==> src/hw/rtl/dro_pkg.sv <==
package dro_pkg;

    // Field widths
    localparam int CNT_W       = 32;
    localparam int ANGLE_W     = 16;
    localparam int SCALE_W     = 20;
    localparam int ARENA_W     = 16;
    localparam int HEAD_W      = 17;
    localparam int POS_W       = 48;
    localparam int CFG_IDX_W   = 2;
    localparam int IN_DATA_W   = 80;
    localparam int OUT_DATA_W  = 120;
    localparam int OUT_PAD_W   = OUT_DATA_W - (2 * POS_W + HEAD_W + 1);

    // |dR + dL| and the scaled distance magnitude
    localparam int SUM_W       = CNT_W + 1;
    localparam int DMAG_W      = SUM_W + SCALE_W;

    localparam int SINE_FRAC_BITS_DEF = 15;
    localparam int SINE_LAST          = 90;

    // Heading modulo 360 by restoring subtraction
    localparam int MOD_W                = 18;
    localparam int MOD_STEPS            = 9;
    localparam logic [MOD_W-1:0] MOD_OFFSET  = 18'd65880;  // 183 * 360
    localparam logic [MOD_W-1:0] MOD_DIV_TOP = 18'd92160;  // 360 << 8
    localparam logic [MOD_W-1:0] MOD_DEG     = 18'd360;

    localparam logic [SCALE_W-1:0]       DIST_SCALE_RST = 20'd16012;
    localparam logic [ARENA_W-1:0]       ARENA_MAX_RST  = 16'hFFFF;
    localparam logic signed [HEAD_W-1:0] HEAD_RST       = 17'sd90;

    typedef enum logic [CFG_IDX_W-1:0] {
        CFG_DIST_SCALE  = 2'd0,
        CFG_ARENA_MAX_X = 2'd1,
        CFG_ARENA_MAX_Y = 2'd2
    } t_cfg_idx;

    typedef enum logic [2:0] {
        S_IDLE,
        S_PREP,
        S_DIST,
        S_TRIG,
        S_STEP,
        S_RND,
        S_ACC,
        S_OUT
    } t_state;

    typedef logic [31:0] t_sine_rom [SINE_LAST+1];

    localparam longint unsigned PI_Q30   = 64'd3373259426;
    localparam longint unsigned Q30_HALF = 64'd536870912;
    localparam longint          Q30_ONE  = 64'sd1073741824;

    function automatic longint unsigned mul_q30(input longint unsigned a,
                                                input longint unsigned b);
        return (a * b + Q30_HALF) >> 30;
    endfunction

    // divide a Taylor term by (2n)(2n+1)
    function automatic longint unsigned taylor_div(input longint unsigned v, input int n);
        case (n)
            1:       return v / 64'd6;
            2:       return v / 64'd20;
            3:       return v / 64'd42;
            4:       return v / 64'd72;
            5:       return v / 64'd110;
            6:       return v / 64'd156;
            7:       return v / 64'd210;
            default: return v / 64'd272;
        endcase
    endfunction

    // Quarter-wave sine in Q1.frac, Taylor series through x^17 in Q30
    function automatic t_sine_rom sine_rom_build(input int frac);
        t_sine_rom         rom;
        longint unsigned   x;
        longint unsigned   term;
        longint unsigned   rnd;
        longint            sum;
        for (int k = 0; k <= SINE_LAST; k++) begin
            x    = (longint'(k) * PI_Q30 + 64'd90) / 64'd180;
            term = x;
            sum  = longint'(x);
            for (int n = 1; n <= 8; n++) begin
                term = taylor_div(mul_q30(mul_q30(term, x), x), n);
                if (n % 2 == 1) begin
                    sum = sum - longint'(term);
                end else begin
                    sum = sum + longint'(term);
                end
            end
            if (sum < 0) begin
                sum = 0;
            end
            if (sum > Q30_ONE) begin
                sum = Q30_ONE;
            end
            rnd    = 64'd1 << (29 - frac);
            rom[k] = 32'((longint'(sum) + longint'(rnd)) >>> (30 - frac));
        end
        return rom;
    endfunction

endpackage

==> src/hw/rtl/dead_reckoning_odometry.sv <==
// Differential-drive odometry with gyro heading. Each input transfer is one update tick
// carrying absolute right/left encoder counts and the absolute gyro angle; each tick yields
// exactly one result with the saturated Q31.16 x/y position, the unwrapped heading (reset 90)
// and an inside-arena flag. The summed wheel delta is scaled by distance_scale, then x and y
// advance by distance times cosine and sine of the heading taken from a quarter-wave table.
// Both products run on bit-serial shift-and-add multipliers, so an item occupies the block
// while the distance scale and then the sine/cosine products (x and y in parallel) run,
// plus handshake and fixed-up stages. A new tick is taken as soon as the previous one has
// moved into the output register, even if that result is still waiting. Position and
// heading are cleared only by reset; write configuration only while the block is idle.
module dead_reckoning_odometry import dro_pkg::*; #(
    parameter int SINE_FRAC_BITS = SINE_FRAC_BITS_DEF
) (
    input  logic                  i_clk,
    input  logic                  i_rst_n,
    input  logic                  i_s_tvalid,
    output logic                  o_s_tready,
    // [31:0] right_count, [63:32] left_count, [79:64] gyro_angle
    input  logic [IN_DATA_W-1:0]  i_s_tdata,
    output logic                  o_m_tvalid,
    input  logic                  i_m_tready,
    // [47:0] pos_x, [95:48] pos_y, [112:96] heading_deg, [113] inside_arena, rest zero
    output logic [OUT_DATA_W-1:0] o_m_tdata,
    input  logic                  i_cfg_valid,
    output logic                  o_cfg_ready,
    input  logic [CFG_IDX_W-1:0]  i_cfg_index,
    input  logic [SCALE_W-1:0]    i_cfg_data
);

    localparam int SIN_W     = SINE_FRAC_BITS + 1;
    localparam int STEP_PW   = DMAG_W + SIN_W;
    localparam int STEP_W    = DMAG_W + 1;
    localparam int ACC_SUM_W = STEP_W + 1;
    localparam int HSUM_W    = HEAD_W + 2;

    localparam t_sine_rom SINE_ROM = sine_rom_build(SINE_FRAC_BITS);
    localparam logic [SIN_W-1:0]   SIN_ONE  = SIN_W'(1) << SINE_FRAC_BITS;
    localparam logic [STEP_PW:0]   RND_HALF = (STEP_PW + 1)'(1) << (SINE_FRAC_BITS - 1);

    localparam logic [8:0] DEG_90  = 9'd90;
    localparam logic [8:0] DEG_180 = 9'd180;
    localparam logic [8:0] DEG_270 = 9'd270;
    localparam logic [8:0] DEG_360 = 9'd360;

    localparam logic signed [POS_W-1:0]  POS_MAX  = {1'b0, {(POS_W-1){1'b1}}};
    localparam logic signed [POS_W-1:0]  POS_MIN  = {1'b1, {(POS_W-1){1'b0}}};
    localparam logic signed [HEAD_W-1:0] HEAD_MAX = {1'b0, {(HEAD_W-1){1'b1}}};
    localparam logic signed [HEAD_W-1:0] HEAD_MIN = {1'b1, {(HEAD_W-1){1'b0}}};

    t_state r_state;
    t_state n_state;

    // configuration
    logic [SCALE_W-1:0] r_scale;
    logic [ARENA_W-1:0] r_max_x;
    logic [ARENA_W-1:0] r_max_y;

    // state carried across ticks
    logic [CNT_W-1:0]          r_last_r;
    logic [CNT_W-1:0]          r_last_l;
    logic signed [ANGLE_W-1:0] r_last_g;
    logic signed [HEAD_W-1:0]  r_head;
    logic signed [POS_W-1:0]   r_acc_x;
    logic signed [POS_W-1:0]   r_acc_y;

    // per-tick working registers
    logic [CNT_W-1:0]         r_dr;
    logic [CNT_W-1:0]         r_dl;
    logic [SUM_W-1:0]         r_sum_mag;
    logic                     r_sum_neg;
    logic [MOD_W-1:0]         r_mod;
    logic [MOD_W-1:0]         r_div;
    logic [3:0]               r_cnt;
    logic [SIN_W-1:0]         r_sin_mag;
    logic [SIN_W-1:0]         r_cos_mag;
    logic                     r_sin_neg;
    logic                     r_cos_neg;
    logic signed [STEP_W-1:0] r_step_x;
    logic signed [STEP_W-1:0] r_step_y;
    logic                     r_go;

    // output register
    logic                     r_out_valid;
    logic [POS_W-1:0]         r_out_x;
    logic [POS_W-1:0]         r_out_y;
    logic [HEAD_W-1:0]        r_out_head;
    logic                     r_out_inside;

    logic                      w_accept;
    logic                      w_out_free;
    logic                      w_out_load;
    logic [CNT_W-1:0]          w_in_r;
    logic [CNT_W-1:0]          w_in_l;
    logic signed [ANGLE_W-1:0] w_in_g;
    logic signed [HSUM_W-1:0]  w_head_sum;
    logic signed [HEAD_W-1:0]  w_head_sat;
    logic signed [SUM_W-1:0]   w_wsum;
    logic [8:0]                w_m_sin;
    logic [8:0]                w_m_cos_raw;
    logic [8:0]                w_m_cos;
    logic [7:0]                w_fold_sin;
    logic [7:0]                w_fold_cos;
    logic                      w_dist_done;
    logic [DMAG_W-1:0]         w_dist_prod;
    logic                      w_step_done_x;
    logic                      w_step_done_y;
    logic [STEP_PW-1:0]        w_prod_x;
    logic [STEP_PW-1:0]        w_prod_y;
    logic [STEP_PW:0]          w_rnd_x;
    logic [STEP_PW:0]          w_rnd_y;
    logic [DMAG_W-1:0]         w_mag_x;
    logic [DMAG_W-1:0]         w_mag_y;
    logic                      w_neg_x;
    logic                      w_neg_y;
    logic signed [ACC_SUM_W-1:0] w_acc_sum_x;
    logic signed [ACC_SUM_W-1:0] w_acc_sum_y;
    logic                      w_inside;

    // fold an angle in 0..359 onto the quarter-wave table: {negate, index}
    function automatic logic [7:0] quad_fold(input logic [8:0] m);
        logic [8:0] idx;
        logic       neg;
        if (m < DEG_90) begin
            idx = m;
            neg = 1'b0;
        end else if (m < DEG_180) begin
            idx = DEG_180 - m;
            neg = 1'b0;
        end else if (m < DEG_270) begin
            idx = m - DEG_180;
            neg = 1'b1;
        end else begin
            idx = DEG_360 - m;
            neg = 1'b1;
        end
        return {neg, idx[6:0]};
    endfunction

    function automatic logic signed [POS_W-1:0] sat_pos(
        input logic signed [ACC_SUM_W-1:0] v
    );
        logic [ACC_SUM_W-POS_W:0] top;
        top = v[ACC_SUM_W-1:POS_W-1];
        if (&top || ~|top) begin
            return v[POS_W-1:0];
        end else if (v[ACC_SUM_W-1]) begin
            return POS_MIN;
        end else begin
            return POS_MAX;
        end
    endfunction

    assign w_in_r = i_s_tdata[31:0];
    assign w_in_l = i_s_tdata[63:32];
    assign w_in_g = i_s_tdata[79:64];

    assign w_head_sum = HSUM_W'(r_head) + HSUM_W'(r_last_g) - HSUM_W'(w_in_g);
    always_comb begin
        if (w_head_sum > HSUM_W'(HEAD_MAX)) begin
            w_head_sat = HEAD_MAX;
        end else if (w_head_sum < HSUM_W'(HEAD_MIN)) begin
            w_head_sat = HEAD_MIN;
        end else begin
            w_head_sat = w_head_sum[HEAD_W-1:0];
        end
    end

    assign w_wsum = SUM_W'($signed(r_dr)) + SUM_W'($signed(r_dl));

    assign w_m_sin     = r_mod[8:0];
    assign w_m_cos_raw = w_m_sin + DEG_90;
    assign w_m_cos     = (w_m_cos_raw >= DEG_360) ? (w_m_cos_raw - DEG_360) : w_m_cos_raw;
    assign w_fold_sin  = quad_fold(w_m_sin);
    assign w_fold_cos  = quad_fold(w_m_cos);

    assign w_rnd_x = {1'b0, w_prod_x} + RND_HALF;
    assign w_rnd_y = {1'b0, w_prod_y} + RND_HALF;
    assign w_mag_x = w_rnd_x[SINE_FRAC_BITS +: DMAG_W];
    assign w_mag_y = w_rnd_y[SINE_FRAC_BITS +: DMAG_W];
    assign w_neg_x = r_sum_neg ^ r_cos_neg;
    assign w_neg_y = r_sum_neg ^ r_sin_neg;

    assign w_acc_sum_x = ACC_SUM_W'(r_acc_x) + ACC_SUM_W'(r_step_x);
    assign w_acc_sum_y = ACC_SUM_W'(r_acc_y) + ACC_SUM_W'(r_step_y);

    // floor(x) <= max_x, negative positions count as inside
    assign w_inside = ($signed({r_acc_x[POS_W-1], r_acc_x[POS_W-1:16]})
                       <= $signed({17'd0, r_max_x}))
                   && ($signed({r_acc_y[POS_W-1], r_acc_y[POS_W-1:16]})
                       <= $signed({17'd0, r_max_y}));

    dro_sermul #(
        .A_W (SUM_W),
        .B_W (SCALE_W)
    ) u_dist_mul (
        .i_clk   (i_clk),
        .i_rst_n (i_rst_n),
        .i_start (r_go && r_state == S_DIST),
        .i_a     (r_sum_mag),
        .i_b     (r_scale),
        .o_done  (w_dist_done),
        .o_prod  (w_dist_prod)
    );

    dro_sermul #(
        .A_W (DMAG_W),
        .B_W (SIN_W)
    ) u_x_mul (
        .i_clk   (i_clk),
        .i_rst_n (i_rst_n),
        .i_start (r_go && r_state == S_STEP),
        .i_a     (w_dist_prod),
        .i_b     (r_cos_mag),
        .o_done  (w_step_done_x),
        .o_prod  (w_prod_x)
    );

    dro_sermul #(
        .A_W (DMAG_W),
        .B_W (SIN_W)
    ) u_y_mul (
        .i_clk   (i_clk),
        .i_rst_n (i_rst_n),
        .i_start (r_go && r_state == S_STEP),
        .i_a     (w_dist_prod),
        .i_b     (r_sin_mag),
        .o_done  (w_step_done_y),
        .o_prod  (w_prod_y)
    );

    // next state
    always_comb begin
        n_state = r_state;
        unique case (r_state)
            S_IDLE: if (i_s_tvalid)    n_state = S_PREP;
            S_PREP:                    n_state = S_DIST;
            S_DIST: if (w_dist_done)   n_state = S_TRIG;
            S_TRIG:                    n_state = S_STEP;
            S_STEP: if (w_step_done_x) n_state = S_RND;
            S_RND:                     n_state = S_ACC;
            S_ACC:                     n_state = S_OUT;
            S_OUT:  if (w_out_free)    n_state = S_IDLE;
            default:                   n_state = S_IDLE;
        endcase
    end

    // state outputs
    always_comb begin
        o_s_tready = 1'b0;
        w_out_load = 1'b0;
        unique case (r_state)
            S_IDLE:  o_s_tready = 1'b1;
            S_OUT:   w_out_load = w_out_free;
            default: begin
                o_s_tready = 1'b0;
                w_out_load = 1'b0;
            end
        endcase
    end

    assign w_accept   = i_s_tvalid && o_s_tready;
    assign w_out_free = !r_out_valid || i_m_tready;

    always_ff @(posedge i_clk) begin
        if (!i_rst_n) begin
            r_state     <= S_IDLE;
            r_go        <= 1'b0;
            r_out_valid <= 1'b0;
            r_scale     <= DIST_SCALE_RST;
            r_max_x     <= ARENA_MAX_RST;
            r_max_y     <= ARENA_MAX_RST;
            r_last_r    <= '0;
            r_last_l    <= '0;
            r_last_g    <= '0;
            r_head      <= HEAD_RST;
            r_acc_x     <= '0;
            r_acc_y     <= '0;
        end else begin
            r_state <= n_state;
            r_go    <= (r_state == S_PREP) || (r_state == S_TRIG);

            if (w_out_load) begin
                r_out_valid <= 1'b1;
            end else if (i_m_tready) begin
                r_out_valid <= 1'b0;
            end

            if (i_cfg_valid) begin
                unique case (t_cfg_idx'(i_cfg_index))
                    CFG_DIST_SCALE:  r_scale <= i_cfg_data;
                    CFG_ARENA_MAX_X: r_max_x <= i_cfg_data[ARENA_W-1:0];
                    CFG_ARENA_MAX_Y: r_max_y <= i_cfg_data[ARENA_W-1:0];
                    default: ;  // drop writes beyond the register list
                endcase
            end

            if (w_accept) begin
                r_last_r <= w_in_r;
                r_last_l <= w_in_l;
                r_last_g <= w_in_g;
                r_head   <= w_head_sat;
            end

            if (r_state == S_ACC) begin
                r_acc_x <= sat_pos(w_acc_sum_x);
                r_acc_y <= sat_pos(w_acc_sum_y);
            end
        end
    end

    always_ff @(posedge i_clk) begin
        if (w_accept) begin
            r_dr <= w_in_r - r_last_r;
            r_dl <= w_in_l - r_last_l;
        end

        if (r_state == S_PREP) begin
            r_sum_neg <= w_wsum[SUM_W-1];
            r_sum_mag <= w_wsum[SUM_W-1] ? SUM_W'(-w_wsum) : SUM_W'(w_wsum);
            r_mod     <= MOD_W'(r_head) + MOD_OFFSET;
            r_div     <= MOD_DIV_TOP;
            r_cnt     <= '0;
        end

        // one restoring step of heading mod 360 per cycle
        if (r_state == S_DIST && r_cnt < 4'(MOD_STEPS)) begin
            if (r_mod >= r_div) begin
                r_mod <= r_mod - r_div;
            end
            r_div <= r_div >> 1;
            r_cnt <= r_cnt + 4'd1;
        end

        if (r_state == S_TRIG) begin
            r_sin_neg <= w_fold_sin[7];
            r_cos_neg <= w_fold_cos[7];
            r_sin_mag <= SINE_ROM[w_fold_sin[6:0]][SIN_W-1:0];
            r_cos_mag <= SINE_ROM[w_fold_cos[6:0]][SIN_W-1:0];
        end

        if (r_state == S_RND) begin
            r_step_x <= w_neg_x ? -$signed({1'b0, w_mag_x}) : $signed({1'b0, w_mag_x});
            r_step_y <= w_neg_y ? -$signed({1'b0, w_mag_y}) : $signed({1'b0, w_mag_y});
        end

        if (w_out_load) begin
            r_out_x      <= r_acc_x;
            r_out_y      <= r_acc_y;
            r_out_head   <= r_head;
            r_out_inside <= w_inside;
        end
    end

    assign o_m_tvalid  = r_out_valid;
    assign o_m_tdata   = {{OUT_PAD_W{1'b0}}, r_out_inside, r_out_head, r_out_y, r_out_x};
    assign o_cfg_ready = 1'b1;

    a_mod_done: assert property (@(posedge i_clk) disable iff (!i_rst_n)
        (r_state == S_TRIG) |-> (r_mod < MOD_DEG))
        else $error("heading reduction unfinished when table is read");

    a_sine_range: assert property (@(posedge i_clk) disable iff (!i_rst_n)
        (r_state == S_STEP) |-> (r_sin_mag <= SIN_ONE && r_cos_mag <= SIN_ONE))
        else $error("sine magnitude above one");

    a_out_from_seq: assert property (@(posedge i_clk) disable iff (!i_rst_n)
        $rose(o_m_tvalid) |-> ($past(r_state) == S_OUT))
        else $error("result appeared outside the output stage");

    a_xy_together: assert property (@(posedge i_clk) disable iff (!i_rst_n)
        w_step_done_x == w_step_done_y)
        else $error("x and y products out of step");

endmodule

==> src/hw/rtl/dro_sermul.sv <==
module dro_sermul #(
    parameter int A_W = 33,
    parameter int B_W = 20
) (
    input  logic               i_clk,
    input  logic               i_rst_n,
    input  logic               i_start,
    input  logic [A_W-1:0]     i_a,
    input  logic [B_W-1:0]     i_b,
    output logic               o_done,
    output logic [A_W+B_W-1:0] o_prod
);

    localparam int CW = $clog2(B_W + 1);

    logic [A_W-1:0] r_a;
    logic [A_W-1:0] r_hi;
    logic [B_W-1:0] r_lo;
    logic [CW-1:0]  r_cnt;
    logic           r_run;
    logic           r_done;
    logic [A_W:0]   w_sum;

    // one multiplier bit a cycle: add, then shift the pair right
    assign w_sum = {1'b0, r_hi} + (r_lo[0] ? {1'b0, r_a} : '0);

    always_ff @(posedge i_clk) begin
        if (!i_rst_n) begin
            r_run  <= 1'b0;
            r_done <= 1'b0;
            r_cnt  <= '0;
        end else if (i_start) begin
            r_run  <= 1'b1;
            r_done <= 1'b0;
            r_cnt  <= CW'(B_W);
        end else if (r_run) begin
            r_cnt <= r_cnt - CW'(1);
            if (r_cnt == CW'(1)) begin
                r_run  <= 1'b0;
                r_done <= 1'b1;
            end
        end else begin
            r_done <= 1'b0;
        end
    end

    always_ff @(posedge i_clk) begin
        if (i_start) begin
            r_a  <= i_a;
            r_hi <= '0;
            r_lo <= i_b;
        end else if (r_run) begin
            r_hi <= w_sum[A_W:1];
            r_lo <= {w_sum[0], r_lo[B_W-1:1]};
        end
    end

    assign o_done = r_done;
    assign o_prod = {r_hi, r_lo};

    a_done_pulse: assert property (@(posedge i_clk) disable iff (!i_rst_n)
        r_done |=> !r_done)
        else $error("multiplier done held more than one cycle");

    a_start_runs: assert property (@(posedge i_clk) disable iff (!i_rst_n)
        i_start |=> (r_run && r_cnt == CW'(B_W)))
        else $error("multiplier did not start a full pass");

    a_last_step: assert property (@(posedge i_clk) disable iff (!i_rst_n)
        (r_run && r_cnt == CW'(1) && !i_start) |=> (r_done && !r_run))
        else $error("multiplier missed its done pulse");

endmodule
==> config.mk <==
export PLATFORM = sky130hd
export DESIGN_NAME = dead_reckoning_odometry
export DESIGN_NICKNAME = d
export VERILOG_FILES = /design/src/hw/rtl/dro_pkg.sv /design/src/hw/rtl/dead_reckoning_odometry.sv /design/src/hw/rtl/dro_sermul.sv
export SDC_FILE = /design/constraint.sdc
export NUM_CORES = 2
export LEC_CHECK = 0
export ABC_AREA = 1
export BUFFER_PORTS_ARGS = -buffer_cell sky130_fd_sc_hd__buf_2
export CAP_MARGIN = 20
export CORE_UTILIZATION = 55
export DETAILED_ROUTE_END_ITERATION = 7
export PLACE_DENSITY = 0.72
export RECOVER_POWER = 25
export SLEW_MARGIN = 25
export SYNTH_ARGS = -nofsm -noshare
export SYNTH_HDL_FRONTEND = slang
export SYNTH_SLANG_ARGS = --single-unit
==> constraint.sdc <==
create_clock -name i_clk -period 27.9 [get_ports i_clk]
set_clock_uncertainty 0.1 [all_clocks]
set_input_delay 4.185 -clock i_clk [delete_from_list [all_inputs] [get_ports i_clk]]
set_output_delay 4.185 -clock i_clk [all_outputs]
set_load 0.05 [all_outputs]
# [Word level (Yosys, flattened, before mapping)]
# Memory sizes are Yosys's and may differ from the RTL's. A register that Yosys moved wholly into a read port is not among the register bits.
# Index checks and enable logic that the tools add are counted.
[totals] ff_bits=908 romBits=8192 memories=2
[op_classes] bitwise_logic=7 n_mux=58 reduce_logical=31 n_eq_ne=16 addsub=29 magnitude_cmp=13
[mem_list] memory="(no name shown)" words=128 word_bits=32 rd=1 rd_ports_with_merged_regs=1 write_ports=0 line_no="dead_reckoning_odometry.sv:338" rtl="r_cos_mag <= SINE_ROM[w_fold_cos[6:0]][SIN_W-1:0];"
[mem_list] memory="(no name shown)" words=128 word_bits=32 rd=1 rd_ports_with_merged_regs=1 write_ports=0 line_no="dead_reckoning_odometry.sv:337" rtl="r_sin_mag <= SINE_ROM[w_fold_sin[6:0]][SIN_W-1:0];"
[op_table] cell="$mux W53" n=4
[op_table] cell="$mux W48" n=4
[op_table] cell="$add A68 B15 Y68 const B" n=2
[op_table] cell="$add A48 B54 Y55" n=2
[op_table] cell="$add A53 B53 Y54" n=2
[op_table] cell="$neg A53 Y54" n=2
[op_table] cell="$mux W16" n=5
[op_table] cell="$le A32 B17 Y1" n=2
[op_table] cell="$sub A32 B32 Y32" n=2
[op_table] cell="$mux W18" n=3
[op_table] cell="$mux W17" n=3
[op_table] cell="$mux W7" n=6
[op_table] cell="$mux W20" n=2
[op_table] cell="$add A33 B34 Y34" n=1
[op_table] cell="$add A32 B32 Y33" n=1
[op_table] cell="$mux W33" n=1
[op_table] cell="$neg A33 Y33" n=1
[op_table] cell="$mux W32" n=1
[op_table] cell="$mux W5" n=6
[op_table] cell="$pmux W3 S8" n=1
[op_table] cell="$gt A19 B17 Y1 const B" n=1
[op_table] cell="$lt A19 B17 Y1 const B" n=1
[op_table] cell="$sub A18 B16 Y19" n=1
[op_table] cell="$add A17 B16 Y18" n=1
[op_table] cell="other kinds (42)" n=99

# [Logic depth before layout (Yosys ltp)]
[depth] ltp_word=8 depth_mapped=34

# [Hierarchy]
# From an unflattened synthesis, not the netlist that was laid out.
[unflattened] cells_unflattened=10086 area_unflattened_um2=71752.6
[by_module_without_submodules] mod="dead_reckoning_odometry" n_inst=1 cells_each=6125 area_per_inst_um2=46359.5
[by_module_without_submodules] mod="dro_sermul (u_x_mul)" n_inst=1 cells_each=1522 area_per_inst_um2=9671.8
[by_module_without_submodules] mod="dro_sermul (u_y_mul)" n_inst=1 cells_each=1527 area_per_inst_um2=9619.2
[by_module_without_submodules] mod="dro_sermul (u_dist_mul)" n_inst=1 cells_each=912 area_per_inst_um2=6102.1

# [Worst setup path after synthesis]
# No wires, ideal clock.
[synth_timing] path_type="input -> register" from="input port i_m_tready" to="register r_out_head[0] (enable)" setup_ns=0.870 t_arrival_ns=15.028 path_slack_ns=11.903 t_required_ns=26.930 path_stages=2 path_cell_list="nor2_1 -> nor4_1"
[synth_via] elab_chain_cells=2
[synth_lines] element="from (decl)" line_no="dead_reckoning_odometry.sv:21" rtl="input logic i_m_tready,"
[synth_lines] element="$logic_or A1 B1 Y1" line_no="dead_reckoning_odometry.sv:262" rtl="assign w_out_free = !r_out_valid || i_m_tready;"
[synth_lines] element="$mux W1" line_no="dead_reckoning_odometry.sv:251" rtl="unique case (r_state)"
[synth_lines] element="net w_out_load" line_no="dead_reckoning_odometry.sv:91" rtl="logic w_out_load;"
[synth_lines] element="to (signal assigned)" line_no="dead_reckoning_odometry.sv:349" rtl="r_out_head <= r_head;"
[synth_lines] element="to (decl)" line_no="dead_reckoning_odometry.sv:86" rtl="logic [HEAD_W-1:0] r_out_head;"
# The timed path passes the listed nets, and every way through them passes these cells.
# A chain may end at the register's enable or synchronous reset.

# [Final worst setup path]
[layout_timing] from="input port i_s_tdata[32]" to="register r_dl[30], data pin"
[layout_via] elab_chain_cells=1
[layout_lines] element="from (decl)" line_no="dead_reckoning_odometry.sv:19" rtl="input logic [IN_DATA_W-1:0] i_s_tdata,"
[layout_lines] element="$sub A32 B32 Y32" line_no="dead_reckoning_odometry.sv:314" rtl="r_dl <= w_in_l - r_last_l;"
[layout_lines] element="to (signal assigned)" line_no="dead_reckoning_odometry.sv:314"
[layout_lines] element="to (decl)" line_no="dead_reckoning_odometry.sv:68" rtl="logic [CNT_W-1:0] r_dl;"
# No other way between the ends.

==> metrics.txt <==
status finished, violations left; failing checks max-capacitance violations, max-slew violations; die area 0.121 sq mm; worst hold start r_sum_mag[1]; R2R Path Start r_mod[3]; DR vias/cell 5.56; Core Area 0.118 sq mm; CP startpoint kind input pin; post-CTS sizing 0; pwr dens 118 mW/mm^2; yosys warns 0; crit path time final 7.25 ns; final critical-path share of the clock period 26.0%; EDFF count, synth 513; Worst EP arrival 7.63 ns; Worst Hold Depth 0; Final #Nets 9,433; First-pass DRT Iterations 8; delay-heaviest family, CP compound AO/OA/AOI/OAI gates; Buf+Inv Stages, Crit Path 2; Setup crit end r_dl[30]; pin count of the biggest net entering global routing 122; Crit. End Element flop; drt drc 0; initial DRC count 4,953; setup TNS 0 ns; layout cell share with drive strength beyond 1 6.74%; max incr delay on CP 0.64 ns; most frequent cells in the layout nand2_1 (1,833), inv_1 (1,186), nor2_1 (813), a21oi_1 (732), o21ai_0 (603); GR Overflow Total 0; GRT Overall Usage 29.9%; syn avg cell area 7.56 sq um; Skew-Pair Late Insertion Delay 0.75 ns; total power 8.44 mW; Leak 33.1 nW; post-synthesis sequential area ratio 36.4%; critical path type input pin to flop; Gate Count Post-Synth 8,702; initial core utilization 55.6%; hpwl dp 143 mm; most common cell after layout, fill and taps aside nand2_1; FMAX 138 MHz; synth unique cells 78; RR Endpoint r_cos_mag[3]; crit-path cells buf_2 > inv_1 > ha_1 > fa_1 > o21ai_0 > nand2_1 > nand2_1 > nand2_1 > nand2_1 > nand2_1 > nand2_1 > nand2_1 > nand2_1 > nand2_1 > nand2_1 > nand2_1 > o311ai_0 > a21boi_0 > o21ai_0 > xor2_1; RSZ-0062 raised after global routing no; R2R depth 29; routed wire length 184 mm; Final setup viols 0; first-pass GRT wire length 293 mm; critical path required time 28.28 ns; initial antenna violation count 5; min-delay worst type flop to flop; chip height 348 microns; Root Driver clkbuf_16; fraction of registers with async set/reset 0%; Crit. path cell count 20; IO Port Bufs 222; worst setup path startpoint i_s_tdata[32]; DR vias 58,600; endpoints failing hold 0; CTS tree yes; CTS Sinks 940; ANT nets after route 0; Num CTS Buffers 103; flop-to-flop setup slack 22.32 ns; largest fanout on the critical path 3; Routed wire per std cell 17.5 microns; synthesized cell area 0.0658 sq mm; actual slew at the worst max-slew pin 4.12 ns; Slew HR -175%; Max-Cap Viols 6; Rows 126; hold buffers post-CTS 0; IO Pins 230; Max Slew Vio Count 308; register bit total from synthesis 940; vias in the first global route 56,200; total setup buffers inserted after CTS 0; Max rail drop VDD 0.403 mV; Die W 348 microns; area delta synth->final 9.07%; most frequent CP cell nand2_1; top_reg_cell synth edfxtp_1; GPL Wtd Cong 0.973; Clock transition at path regs 0.06 ns; Fin Hold WS 0.316 ns; clock buffer depth 3; crit path max-delay cell type o311ai_0; H-Tree Depth 3
==> layout make-up <==
cell class	count	area, sq um
Antenna cell	2	5.00
Multi-Input combinational cell	6314	36400
Sequential cell	940	24000
Tap cell	1600	2000
Clock buffer	132	2840
Timing Repair Buffer	265	1440
Fill cell	10900	46600
Inverter	1222	4590
Clock inverter	64	596
==> cells by family after synthesis <==
family                     after synthesis  synth area share [%]
buffers and inverters                 1453                  8.51
muxes                                    2                0.0304
xor gates and xnor gates               561                  7.49
and+or+nand+nor                       3375                  21.8
other                                    2                0.0114
adders and majority gates              480                  9.42
AOI/OAI and AO/OA                     1889                  16.4
DFF                                    940                  36.4
==> sequential cells by signal, indices dropped and copies added (netlist names), 18 cells and up <==
register,cells
r_step_y,54
r_scale,20
u_dist_mul.r_a,33
u_y_mul.r_hi,53
r_out_y,48
r_last_l,32
r_acc_x,48
r_dl,32
r_out_x,48
r_step_x,54
r_last_r,32
u_x_mul.r_a,53
r_sum_mag,33
u_x_mul.r_hi,53
u_dist_mul.r_lo,20
r_dr,32
r_acc_y,48
u_dist_mul.r_hi,33
r_mod,18
==> cell usage after synthesis (9+ instances only) <==
library cell,count,area share [%]
a211oi_1,11,0.13
a21boi_0,30,0.34
a21o_1,31,0.35
a21oi_1,734,5.6
a221oi_1,21,0.28
a31oi_1,83,0.79
buf_1,9,0.051
buf_2,37,0.28
buf_4,17,0.19
clkbuf_1,163,0.93
dfxtp_1,427,13
edfxtp_1,513,23
fa_1,26,0.79
ha_1,454,8.6
inv_1,1187,6.8
inv_2,28,0.16
nand2_1,1835,10
nand2_2,20,0.19
nand2_4,13,0.22
nand3_1,316,2.4
nand3_2,14,0.21
nand3b_1,14,0.16
nand4_1,90,0.86
nor2_1,816,4.7
nor2_2,24,0.23
nor3_1,114,0.87
nor4_1,60,0.57
o211ai_1,133,1.5
o21a_1,40,0.46
o21ai_0,604,4.6
o21ai_1,34,0.26
o21bai_1,58,0.66
o221ai_1,26,0.35
o22ai_1,10,0.095
o31ai_1,21,0.24
or2_2,18,0.17
xnor2_1,162,2.2
xor2_1,397,5.3
==> worst min-delay path by stage <==
stage	to	slack, ns
after global routing	u_dist_mul.r_a[1]	0.32
after global placement	u_dist_mul.r_a[12]	0.30
after CTS	u_dist_mul.r_a[1]	0.31
after detailed placement	u_dist_mul.r_a[0]	0.30
after floorplan	u_dist_mul.r_a[0]	0.30
final	u_dist_mul.r_a[1]	0.32
==> power by group <==
part / switching [mW] / total (mW) / internal, mW
clock network: 0.592 / 1.37 / 0.774
logic: 3.44 / 5.00 / 1.56
registers: 0.230 / 2.07 / 1.84
total: 4.26 / 8.44 / 4.17
==> layer usage <==
metal	up-vias	track usage [%]	part of all wire (%)
met1	27000	39.9	44
li1	29400	-	-
met5	-	0	0.0060
met2	1885	48.5	45
met3	402	3.90	6.3
met4	2	13.3	4.7
==> through the flow <==
stage          instance area, sq um  instances  utilization (%)  worst slack (ns)
2_1_floorplan                 65800       8707                -             11.90
6_report                      71800      10500             60.6             20.65
3_5_place_dp                  68300      10300             57.7             20.07
3_3_place_gp                  68300      10300             57.7             19.73
5_1_grt                       71800      10500             60.6             20.46
4_1_cts                       71800      10500             60.6             20.83
==> worst reg2reg max path: cells and delay by family, from the launching register on <==
family                     cells  cell delay (ns)
DFF                            1             0.67
and+or+nand+nor               20             2.52
adders and majority gates      3             0.85
buffers and inverters          3             0.41
AOI/OAI and AO/OA              3             0.83
(Power assumes the default switching activity.)
